<file path="src/design/rimtf_pkg.sv">
// ---------------------------------------------------------------------------
// Recent ID move-to-front counter: package
// Widths, codes and the structs passed along the cell row.
// ---------------------------------------------------------------------------
package rimtf_pkg;

  localparam int LIST_DEPTH = 8;
  localparam int ID_W       = 32;
  localparam int KIND_W     = 2;
  localparam int OUTC_W     = 2;
  localparam int CNT_W      = 16;
  localparam int CFG_IDX_W  = 2;
  localparam int CFG_DATA_W = 16;

  localparam logic [KIND_W-1:0] KIND_TRADE   = 2'd0;
  localparam logic [KIND_W-1:0] KIND_WIN     = 2'd1;
  localparam logic [KIND_W-1:0] KIND_LOSS    = 2'd2;
  localparam logic [KIND_W-1:0] KIND_INVALID = 2'd3;

  localparam logic [OUTC_W-1:0] OUTC_IGNORED = 2'd0;
  localparam logic [OUTC_W-1:0] OUTC_KNOWN   = 2'd1;
  localparam logic [OUTC_W-1:0] OUTC_NEW     = 2'd2;

  localparam logic [CFG_IDX_W-1:0] CFG_STATS_EN  = 2'd0;
  localparam logic [CFG_IDX_W-1:0] CFG_LINK_MODE = 2'd1;
  localparam logic [CFG_IDX_W-1:0] CFG_LIMIT     = 2'd2;

  localparam logic [CNT_W-1:0] LIMIT_RESET = 16'd999;

  typedef struct packed {
    logic            en;
    logic            battle;
    logic [ID_W-1:0] id;
  } cell_ctl_t;

  typedef struct packed {
    logic [ID_W-1:0] trade;
    logic [ID_W-1:0] battle;
    logic            found;
  } link_t;

endpackage

</file>
<file path="src/design/rimtf_in_if.sv">
// ---------------------------------------------------------------------------
// Recent ID move-to-front counter: input channel
// Valid/ready channel carrying one event item.
// ---------------------------------------------------------------------------
interface rimtf_in_if;
  logic                           valid;
  logic                           ready;
  logic [rimtf_pkg::KIND_W-1:0]   event_kind;
  logic [rimtf_pkg::ID_W-1:0]     partner_id;

  modport source (output valid, output event_kind, output partner_id, input ready);
  modport sink (input valid, input event_kind, input partner_id, output ready);
endinterface

</file>
<file path="src/design/rimtf_out_if.sv">
// ---------------------------------------------------------------------------
// Recent ID move-to-front counter: result channel
// Valid/ready channel carrying one result item.
// ---------------------------------------------------------------------------
interface rimtf_out_if;
  logic                           valid;
  logic                           ready;
  logic [rimtf_pkg::OUTC_W-1:0]   outcome;
  logic [rimtf_pkg::CNT_W-1:0]    counter_value;

  modport source (output valid, output outcome, output counter_value, input ready);
  modport sink (input valid, input outcome, input counter_value, output ready);
endinterface

</file>
<file path="src/design/rimtf_cell.sv">
// ---------------------------------------------------------------------------
// Recent ID move-to-front counter: list cell
// Holds one slot of each list; compares, forwards its slot, loads from left.
// ---------------------------------------------------------------------------
module rimtf_cell (
  input  logic                 clk,
  input  logic                 rst_n,
  input  rimtf_pkg::cell_ctl_t ctl_i,
  input  rimtf_pkg::link_t     link_i,
  output rimtf_pkg::link_t     link_o
);
  import rimtf_pkg::*;

  logic [ID_W-1:0] trade_r, trade_nxt;
  logic [ID_W-1:0] battle_r, battle_nxt;
  logic            match;

  assign match = ctl_i.battle ? (battle_r == ctl_i.id) : (trade_r == ctl_i.id);

  assign link_o.trade  = trade_r;
  assign link_o.battle = battle_r;
  assign link_o.found  = link_i.found | match;

  always_comb begin
    trade_nxt  = trade_r;
    battle_nxt = battle_r;
    if (ctl_i.en && !link_i.found) begin
      if (ctl_i.battle) begin
        battle_nxt = link_i.battle;
      end else begin
        trade_nxt = link_i.trade;
      end
    end
  end

  always_ff @(posedge clk) begin
    if (!rst_n) begin
      trade_r  <= '0;
      battle_r <= '0;
    end else begin
      trade_r  <= trade_nxt;
      battle_r <= battle_nxt;
    end
  end

endmodule

</file>
<file path="src/design/recent_id_move_to_front_counter.sv">
// ---------------------------------------------------------------------------
// Recent ID move-to-front counter: top level
// Two move-to-front ID lists in a row of cells, plus three event counters.
// ---------------------------------------------------------------------------
// One event item is taken per clock. The partner ID is compared in every cell
// of a LIST_DEPTH-long row at once; the hit flag ripples down the row and
// decides which cells take their left neighbor's slot, so the list update,
// the counter bump and the result all land at the accept edge and the result
// is shown in the output register from the next cycle. The input stalls only
// while a held result is not taken. Configuration writes are registered.
module recent_id_move_to_front_counter (
  input  logic                            clk,
  input  logic                            rst_n,
  rimtf_in_if.sink                        in_if,
  rimtf_out_if.source                     out_if,
  input  logic                            cfg_we,
  input  logic [rimtf_pkg::CFG_IDX_W-1:0]  cfg_index,
  input  logic [rimtf_pkg::CFG_DATA_W-1:0] cfg_data
);
  import rimtf_pkg::*;

  logic             stats_en_r, link_mode_r;
  logic [CNT_W-1:0] limit_r;
  logic [CNT_W-1:0] trade_cnt_r, trade_cnt_nxt;
  logic [CNT_W-1:0] win_cnt_r, win_cnt_nxt;
  logic [CNT_W-1:0] loss_cnt_r, loss_cnt_nxt;
  logic              out_valid_r, out_valid_nxt;
  logic [OUTC_W-1:0] outcome_r, outcome_nxt;
  logic [CNT_W-1:0]  count_out_r, count_out_nxt;

  logic             accept, active, is_new, bump_en;
  logic [CNT_W-1:0] cur_cnt, new_cnt;
  logic [CNT_W:0]   inc_sum;
  cell_ctl_t        ctl;
  link_t            link [LIST_DEPTH+1];

  assign in_if.ready          = !out_valid_r || out_if.ready;
  assign accept               = in_if.valid && in_if.ready;
  assign active               = stats_en_r && (in_if.event_kind != KIND_INVALID);
  assign out_if.valid         = out_valid_r;
  assign out_if.outcome       = outcome_r;
  assign out_if.counter_value = count_out_r;

  assign ctl.en     = accept && active;
  assign ctl.battle = in_if.event_kind != KIND_TRADE;
  assign ctl.id     = in_if.partner_id;

  assign link[0].trade  = in_if.partner_id;
  assign link[0].battle = in_if.partner_id;
  assign link[0].found  = 1'b0;

  for (genvar i = 0; i < LIST_DEPTH; i++) begin : g_cell
    rimtf_cell u_cell (
      .clk    (clk),
      .rst_n  (rst_n),
      .ctl_i  (ctl),
      .link_i (link[i]),
      .link_o (link[i+1])
    );
  end

  assign is_new  = !link[LIST_DEPTH].found;
  assign bump_en = is_new && link_mode_r;

  always_comb begin
    case (in_if.event_kind)
      KIND_TRADE: cur_cnt = trade_cnt_r;
      KIND_WIN:   cur_cnt = win_cnt_r;
      KIND_LOSS:  cur_cnt = loss_cnt_r;
      default:    cur_cnt = '0;
    endcase
  end

  assign inc_sum = {1'b0, cur_cnt} + (CNT_W+1)'(1);
  assign new_cnt = !bump_en                  ? cur_cnt :
                   (inc_sum > {1'b0, limit_r}) ? limit_r : inc_sum[CNT_W-1:0];

  always_comb begin
    trade_cnt_nxt = trade_cnt_r;
    win_cnt_nxt   = win_cnt_r;
    loss_cnt_nxt  = loss_cnt_r;
    if (ctl.en) begin
      case (in_if.event_kind)
        KIND_TRADE: trade_cnt_nxt = new_cnt;
        KIND_WIN:   win_cnt_nxt   = new_cnt;
        KIND_LOSS:  loss_cnt_nxt  = new_cnt;
        default:    ;
      endcase
    end
  end

  always_comb begin
    out_valid_nxt = out_valid_r && !out_if.ready;
    outcome_nxt   = outcome_r;
    count_out_nxt = count_out_r;
    if (accept) begin
      out_valid_nxt = 1'b1;
      if (active) begin
        outcome_nxt   = is_new ? OUTC_NEW : OUTC_KNOWN;
        count_out_nxt = new_cnt;
      end else begin
        outcome_nxt   = OUTC_IGNORED;
        count_out_nxt = '0;
      end
    end
  end

  always_ff @(posedge clk) begin
    if (!rst_n) begin
      stats_en_r  <= 1'b0;
      link_mode_r <= 1'b0;
      limit_r     <= LIMIT_RESET;
      trade_cnt_r <= '0;
      win_cnt_r   <= '0;
      loss_cnt_r  <= '0;
      out_valid_r <= 1'b0;
    end else begin
      trade_cnt_r <= trade_cnt_nxt;
      win_cnt_r   <= win_cnt_nxt;
      loss_cnt_r  <= loss_cnt_nxt;
      out_valid_r <= out_valid_nxt;
      if (cfg_we) begin
        case (cfg_index)
          CFG_STATS_EN:  stats_en_r  <= cfg_data[0];
          CFG_LINK_MODE: link_mode_r <= cfg_data[0];
          CFG_LIMIT:     limit_r     <= cfg_data[CNT_W-1:0];
          default:       ;
        endcase
      end
    end
  end

  always_ff @(posedge clk) begin
    outcome_r   <= outcome_nxt;
    count_out_r <= count_out_nxt;
  end

endmodule

</file>
<file path="src/flat_wrapper.sv">
// flat-port wrapper written by rule: the top's interface ports become plain ports
module recent_id_move_to_front_counter_flat import rimtf_pkg::*;
  (clk, rst_n, cfg_we, cfg_index, cfg_data, in_if_valid, in_if_event_kind, in_if_partner_id, in_if_ready, out_if_valid, out_if_outcome, out_if_counter_value, out_if_ready);
  rimtf_in_if in_if_i ();
  rimtf_out_if out_if_i ();
  input  logic clk;
  input  logic rst_n;
  input  logic cfg_we;
  input  logic [rimtf_pkg::CFG_IDX_W-1:0] cfg_index;
  input  logic [rimtf_pkg::CFG_DATA_W-1:0] cfg_data;
  input wire logic [$bits(in_if_i.valid)-1:0] in_if_valid;
  input wire logic [$bits(in_if_i.event_kind)-1:0] in_if_event_kind;
  input wire logic [$bits(in_if_i.partner_id)-1:0] in_if_partner_id;
  output wire logic [$bits(in_if_i.ready)-1:0] in_if_ready;
  output wire logic [$bits(out_if_i.valid)-1:0] out_if_valid;
  output wire logic [$bits(out_if_i.outcome)-1:0] out_if_outcome;
  output wire logic [$bits(out_if_i.counter_value)-1:0] out_if_counter_value;
  input wire logic [$bits(out_if_i.ready)-1:0] out_if_ready;
  assign in_if_i.valid = in_if_valid;
  assign in_if_i.event_kind = in_if_event_kind;
  assign in_if_i.partner_id = in_if_partner_id;
  assign in_if_ready = in_if_i.ready;
  assign out_if_valid = out_if_i.valid;
  assign out_if_outcome = out_if_i.outcome;
  assign out_if_counter_value = out_if_i.counter_value;
  assign out_if_i.ready = out_if_ready;
  recent_id_move_to_front_counter u_core (.clk(clk), .rst_n(rst_n), .in_if(in_if_i), .out_if(out_if_i), .cfg_we(cfg_we), .cfg_index(cfg_index), .cfg_data(cfg_data));
endmodule
</file>
<file path="config.mk">
export PLATFORM = sky130hd
export DESIGN_NAME = recent_id_move_to_front_counter_flat
export DESIGN_NICKNAME = d
export VERILOG_FILES = /design/src/design/rimtf_pkg.sv /design/src/design/rimtf_in_if.sv /design/src/design/rimtf_out_if.sv /design/src/design/rimtf_cell.sv /design/src/design/recent_id_move_to_front_counter.sv /design/src/flat_wrapper.sv
export SDC_FILE = /design/constraint.sdc
export NUM_CORES = 1
export LEC_CHECK = 0
export ABC_CLOCK_PERIOD_IN_PS = 6940
export BUFFER_PORTS_ARGS = -buffer_cell sky130_fd_sc_hd__buf_2
export CELL_PAD_IN_SITES_DETAIL_PLACEMENT = 0
export CELL_PAD_IN_SITES_GLOBAL_PLACEMENT = 1
export CORE_AREA = 2 2 241 243
export DETAILED_ROUTE_END_ITERATION = 7
export DIE_AREA = 0 0 243 245
export HOLD_SLACK_MARGIN = 0.15
export PLACE_DENSITY = 0.84
export RECOVER_POWER = 100
export SKIP_CTS_REPAIR_TIMING = 1
export SLEW_MARGIN = 20
export SYNTH_ARGS = -nofsm -noshare
export SYNTH_HDL_FRONTEND = slang
export SYNTH_SLANG_ARGS = --single-unit
</file>
<file path="constraint.sdc">
create_clock -name clk -period 6.94 [get_ports clk]
set_clock_uncertainty 0.05 [all_clocks]
set_input_delay 0.347 -clock clk [delete_from_list [all_inputs] [get_ports clk]]
set_output_delay 0.347 -clock clk [all_outputs]
set_load 0.01 [all_outputs]
</file>
* After elaboration in Yosys (flattened, before gate mapping) *
Cells that the tools add are included.

word-level totals
  input bits = 57
  logic and storage cells = 117
  output and inout port bits = 20
  flip-flop bits (word level) = 597

cells by class
  multiplexer cells = 13
  magnitude comparators = 1
  bitwise logic cells = 8
  eq/ne operators = 21
  $add $sub $neg = 1
  reduce and logical (&&, ||, !) cells = 48

operator list
  kind                                                                   number
  32-bit equality test                                                   16
  16-bit one-hot mux with 3 select lines                                 1
  2-bit AND reduction                                                    22
  16-bit 2-to-1 mux                                                      2
  16-bit by 1-bit adder with 17-bit output, second input constant        1
  17-bit by 16-bit > comparator with 1-bit output                        1
  1-bit logical AND                                                      12
  1-bit logical NOT                                                      10
  1-bit 2-to-1 mux                                                       9
  1-bit bitwise OR                                                       7
  2-bit by 1-bit equality test with 1-bit output, second input constant  2
  2-bit equality test, second input constant                             2
  2-bit logical NOT                                                      2
  2-bit 2-to-1 mux                                                       1
  2-bit inequality test, second input constant                           1
  2-bit nonzero test                                                     1
  1-bit logical OR                                                       1
  1-bit inverter                                                         1

* Longest topological paths before layout *
  depth after elaboration = 12
  mapped depth = 23
  depth with buffers taken out = 19

* Hierarchy *
From an unflattened synthesis, not the netlist that was laid out.

second synthesis, totals
  cells, all modules = 3398
  area, all modules = 29256.8 um^2

by module, submodules not included
  module                           cells each  instances  area each (um^2)  sequential area each (um^2)
  rimtf_cell                       360         8          3071.7            1281.2
  recent_id_move_to_front_counter  518         1          4683.2            1881.8

* Worst setup path before layout *
OpenSTA, ideal clock, no wires.

  path type = input-to-reg
  start = input in_if_event_kind[0]
  end = register u_core.count_out_r[13], in the netlist u_core.out_if.counter_value[13] (data pin)
  stages on the path = 21
  path buffers = 4
  required time = 6.626 ns
  arrival time = 3.946 ns
  slack = 2.679 ns
  library setup time = 0.264 ns
  cell sequence = buf_4 buf_2 buf_1 o22ai_1 ha_1 nand3_1 nor2_1 o21ai_0 nor2_1 xor2_1 ha_1 a21o_1 a21oi_1 o21ai_0 nand2_1 a31oi_1 a21o_2 buf_6 or2_2 a21oi_1 nor3_1

between the ends
  word-level cells in the longest chain between the ends = 12
  elaborated cells on any way between the ends = 28
  classes of those cells = 1 x add/sub; 1 x order compare; 3 x eq/ne; 11 x mux; 7 x bitwise; 5 x reduce/logical

ends and longest elaborated chain
  element                                                                                            line                                    text
  start, declared                                                                                    flat_wrapper.sv:12                      input wire logic [$bits(in_if_i.event_kind)-1:0] in_if_event_kind;
  parallel branches: the longest is 12 deep, another holds 16-bit by 1-bit adder with 17-bit output  -
  end signal, assigned                                                                               recent_id_move_to_front_counter.sv:135  count_out_r <= count_out_nxt;
  end, declared                                                                                      recent_id_move_to_front_counter.sv:29   logic [CNT_W-1:0] count_out_r, count_out_nxt;

Parallel ways; which one is timed is not known.
A chain may end at the register's enable or synchronous reset.

* Final worst setup path *
  start = input in_if_event_kind[1]
  end = register u_core.g_cell[5].u_cell.battle_r[25]

between the ends
  word-level cells in the longest chain between the ends = 9
  elaborated cells on any way between the ends = 16
  classes of those cells = 1 x eq/ne; 5 x mux; 4 x bitwise; 6 x reduce/logical

ends and longest elaborated chain
  element                                 line                                   text
  2-bit nonzero test                      recent_id_move_to_front_counter.sv:45  assign ctl.battle = in_if.event_kind != KIND_TRADE;
  1-bit 2-to-1 mux                        rimtf_cell.sv:18                       assign match = ctl_i.battle ? (battle_r == ctl_i.id) : (trade_r == ctl_i.id);
  1-bit bitwise OR (4 in a row)           rimtf_cell.sv:22                       assign link_o.found = link_i.found | match;
  1-bit logical NOT                       rimtf_cell.sv:27                       if (ctl_i.en && !link_i.found) begin
  1-bit logical AND                       rimtf_cell.sv:27
  2-bit AND reduction (no source line) *  -
  end signal, assigned                    rimtf_cell.sv:42                       battle_r <= battle_nxt;
  end, declared                           rimtf_cell.sv:15                       logic [ID_W-1:0] battle_r, battle_nxt;

Mark *: on every way between the ends. The rest lies on a longest branch, timed or not.

==> flow_summary.ini <==
[logic_synthesis]
ys_seq_area_frac = 0.4126
syn_area_sq_um = 29400
ys_top_cells_by_area = dfxtp_1 39%, mux2i_1 14%, nor2_1 5.4%, xnor2_1 5.3%, a21oi_1 5.1%
yosysWarnings = 0
ys_ff_latch = 597
synth_commonest_cells = 579 x dfxtp_1, 423 x nor2_1, 415 x mux2i_1
ys.flop_type = dfxtp_1
yosysTopAreaCellShare = 0.3942
yosysUniqueCellTypes = 93
syn-instance-count = 3388
syn-num-nets = 3462
syn_area_per_cell_sq_um = 8.678
ys_async_sr_fraction = 0
synth_edf_count = 18
synth_most_common_cell = dfxtp_1
yosysTopAreaCell = dfxtp_1

[power]
net-switching-power_mw = 1.854
clkPwrFrac = 0.470
irDropWorstVdd_uv = 208.5
seq_power_share = 0.461
p_sw_frac = 0.2466
power.density_nw_per_um2 = 233.6
p_leak_nw = 11.87
p_comb_frac = 0.069
p_int_mw = 5.665

[drt]
drt_wl_total_mm = 109.1
viasPerCell = 6.265
first_pass_iters = 6
drtIter0Drc = 3090
vias = 26050
drc = 0
antenna_left = 0
wl_per_cell_um = 26.25

[cells_and_area]
nNetsFinal = 3418
final.fill_count = 5250
stdcell_count = 4158
diodes = 0
area_growth_pct = 9.490
fin_util = 0.5644
finalInstanceArea_sq_um = 32190
drive_gt1_frac = 0.07073

[grt]
grt_use_total = 0.3560
first_global_vias = 24390
grt_max_degree = 177
grt_pass1_wl_mm = 160.6
grt_remaining_overflow = 0
antenna_found_initial = 1

[timing]
max_freq_ghz = 0.1675
worst_slew_pin_slew_ns = 5.272
drv_slew = 217
finalCritPeriodShare = 0.8601
rsz0062_at_grt = false
final_hold_viol_count = 0
setup-violations-final = 0
period_needed_ns = 5.969
setup_tns_ns = 0
slew_headroom = -2.515

[place]
numPlacedInstances = 4015
placed_cell_area_sq_um = 29890
io_buffers = 76
dp_hpwl_mm = 75.62
gp_congestion = 0.9750

[cts]
cts_tree = done
path_clk_slew_ns = 0.06
cts_htree_levels = 3
clockBufferDepth = 3
insertion_delay_ns = 0.61
cts.sinks = 597
root_buffer = clkbuf_16
cts_made_buffers = 67

[critical_path]
required_ns = 7.18
path_cells = clkbuf_2, nor2_8, buf_12, mux2i_1, a221oi_1, o21ai_0, nor4_1, and4_1, nor4b_1, buf_4, nand2_1, mux2i_1, nor2_1
worst_setup_path_start_kind = input port
end_kind = register
crit_path_top_delay_cell = nand2_1
cpMostUsedCell = mux2i_1
critPathKind = in -> reg
max_stage_delay_ns = 1.47
worstPathArrival_ns = 6.21
crit_fanout = 36

[floorplanning]
io_pins = 77
die_x_um = 243
dieHeight_um = 245
dieArea_sq_um = 59540
coreArea_sq_um = 57030
row_count = 88
start_util = 0.5155

[run]
max-cap-violations = 3

[min_path]
holdCritPathClass = in -> reg

[run_status]
violations = max-capacitance violations, max-slew violations
status = finished, violations left
==> power groups by stage <==
| stage | Clock (mW) | Sequential [mW] | Combinational (mW) |
|---|---|---|---|
| global placement | 0 | 3.54 | 0.483 |
| finish | 3.54 | 3.47 | 0.515 |
| detailed placement | 0 | 3.54 | 0.485 |
| floorplan | 0 | 3.54 | 0.307 |
| CTS | 3.55 | 3.47 | 0.488 |
| global route | 3.69 | 3.47 | 0.531 |
==> area by class of cell <==
| type | count | area, sq um | area share |
|---|---|---|---|
| well taps | 765 | 957.2 | 0.02973 |
| clock inverters | 16 | 107.6 | 0.003343 |
| repair buffers | 142 | 945.9 | 0.02938 |
| flip-flops and latches | 597 | 12130 | 0.3769 |
| clock buffers | 102 | 2046 | 0.06355 |
| multi-input cells | 2424 | 15580 | 0.4841 |
| inverters | 112 | 420.4 | 0.01306 |
==> per-layer routing <==
| layer | up-vias | share of wire | track usage |
|---|---|---|---|
| met3 | 301 | 0.10 | 0.07719 |
| met4 | 0 | 0.047 | 0.1572 |
| met5 | - | 0 | 0 |
| met1 | 12600 | 0.41 | 0.4778 |
| met2 | 1478 | 0.44 | 0.5509 |
| li1 | 11670 | - | - |
==> critical path: cells and delay by family <==
| kind | cells | cell delay [ns] |
|---|---|---|
| AO/OA/AOI/OAI | 2 | 0.42 |
| buffers and inverters | 3 | 1.07 |
| multiplexers | 2 | 0.43 |
| AND/OR/NAND/NOR | 6 | 3.82 |
==> flip-flops by register name, summed over array words and instances (netlist names) <==
name / count
u_core.g_cell.u_cell.battle_r: 256
u_core.win_cnt_r: 16
u_core.link_mode_r: 1
u_core.out_if.counter_value: 16
u_core.stats_en_r: 1
u_core.out_if.outcome: 2
u_core.trade_cnt_r: 16
u_core.limit_r: 16
u_core.loss_cnt_r: 16
u_core.out_if.valid: 1
u_core.g_cell.u_cell.trade_r: 256
==> cell usage in the layout (no fill, tap or decap), types with 19 or more instances in the layout <==
cell type and count:
a2111oi_0 20, a21oi_1 301, buf_2 54, buf_4 37
clkbuf_1 40, clkbuf_16 73, dfxtp_1 579, dlygate4sd3_1 25
inv_1 98, mux2i_1 415, nand2_1 348, nand3_1 102
nand4_1 24, nor2_1 422, nor2b_1 19, nor4_1 34
o211ai_1 19, o21ai_0 120, o221ai_1 20, o22ai_1 40
o2bb2ai_1 21, xnor2_1 178, xor2_1 82
==> kinds of logic (layout without fill, tap and decap cells) <==
group	after synthesis	in the layout	synth area share
AOI/OAI and AO/OA	685	685	0.1456
and+or+nand+nor	1046	1046	0.1576
muxes	416	416	0.1417
buffers and inverters	367	372	0.05779
adders and majority gates	17	17	0.007234
xor gates and xnor gates	260	260	0.07745
DFF	597	597	0.4126
==> worst paths after layout <==
path	from	endpoint	slack, ns	depth (start not counted)
hold / removal	cfg_index[1]	u_core.stats_en_r	0.13	4
setup reg to reg	u_core.trade_cnt_r[0]	u_core.out_if.counter_value[4]	1.53	16
setup / recovery	in_if_event_kind[1]	u_core.g_cell[5].u_cell.battle_r[25]	0.97	13
hold reg to reg	u_core.g_cell[0].u_cell.battle_r[26]	u_core.g_cell[1].u_cell.battle_r[26]	0.42	2
==> per-stage QoR <==
stage | setup WS (ns) | power, mW | hold WS (ns)
2_1_floorplan | 2.679 | 3.846 | 0.3813
3_3_place_gp | 1.374 | 4.025 | 0.3890
3_5_place_dp | 1.149 | 4.027 | 0.4100
4_1_cts | 1.774 | 7.500 | -0.08533
5_1_grt | 0.6724 | 7.685 | 0.1585
6_report | 0.9706 | 7.519 | 0.1319
Note: power is estimated with default switching activity, not from simulation.
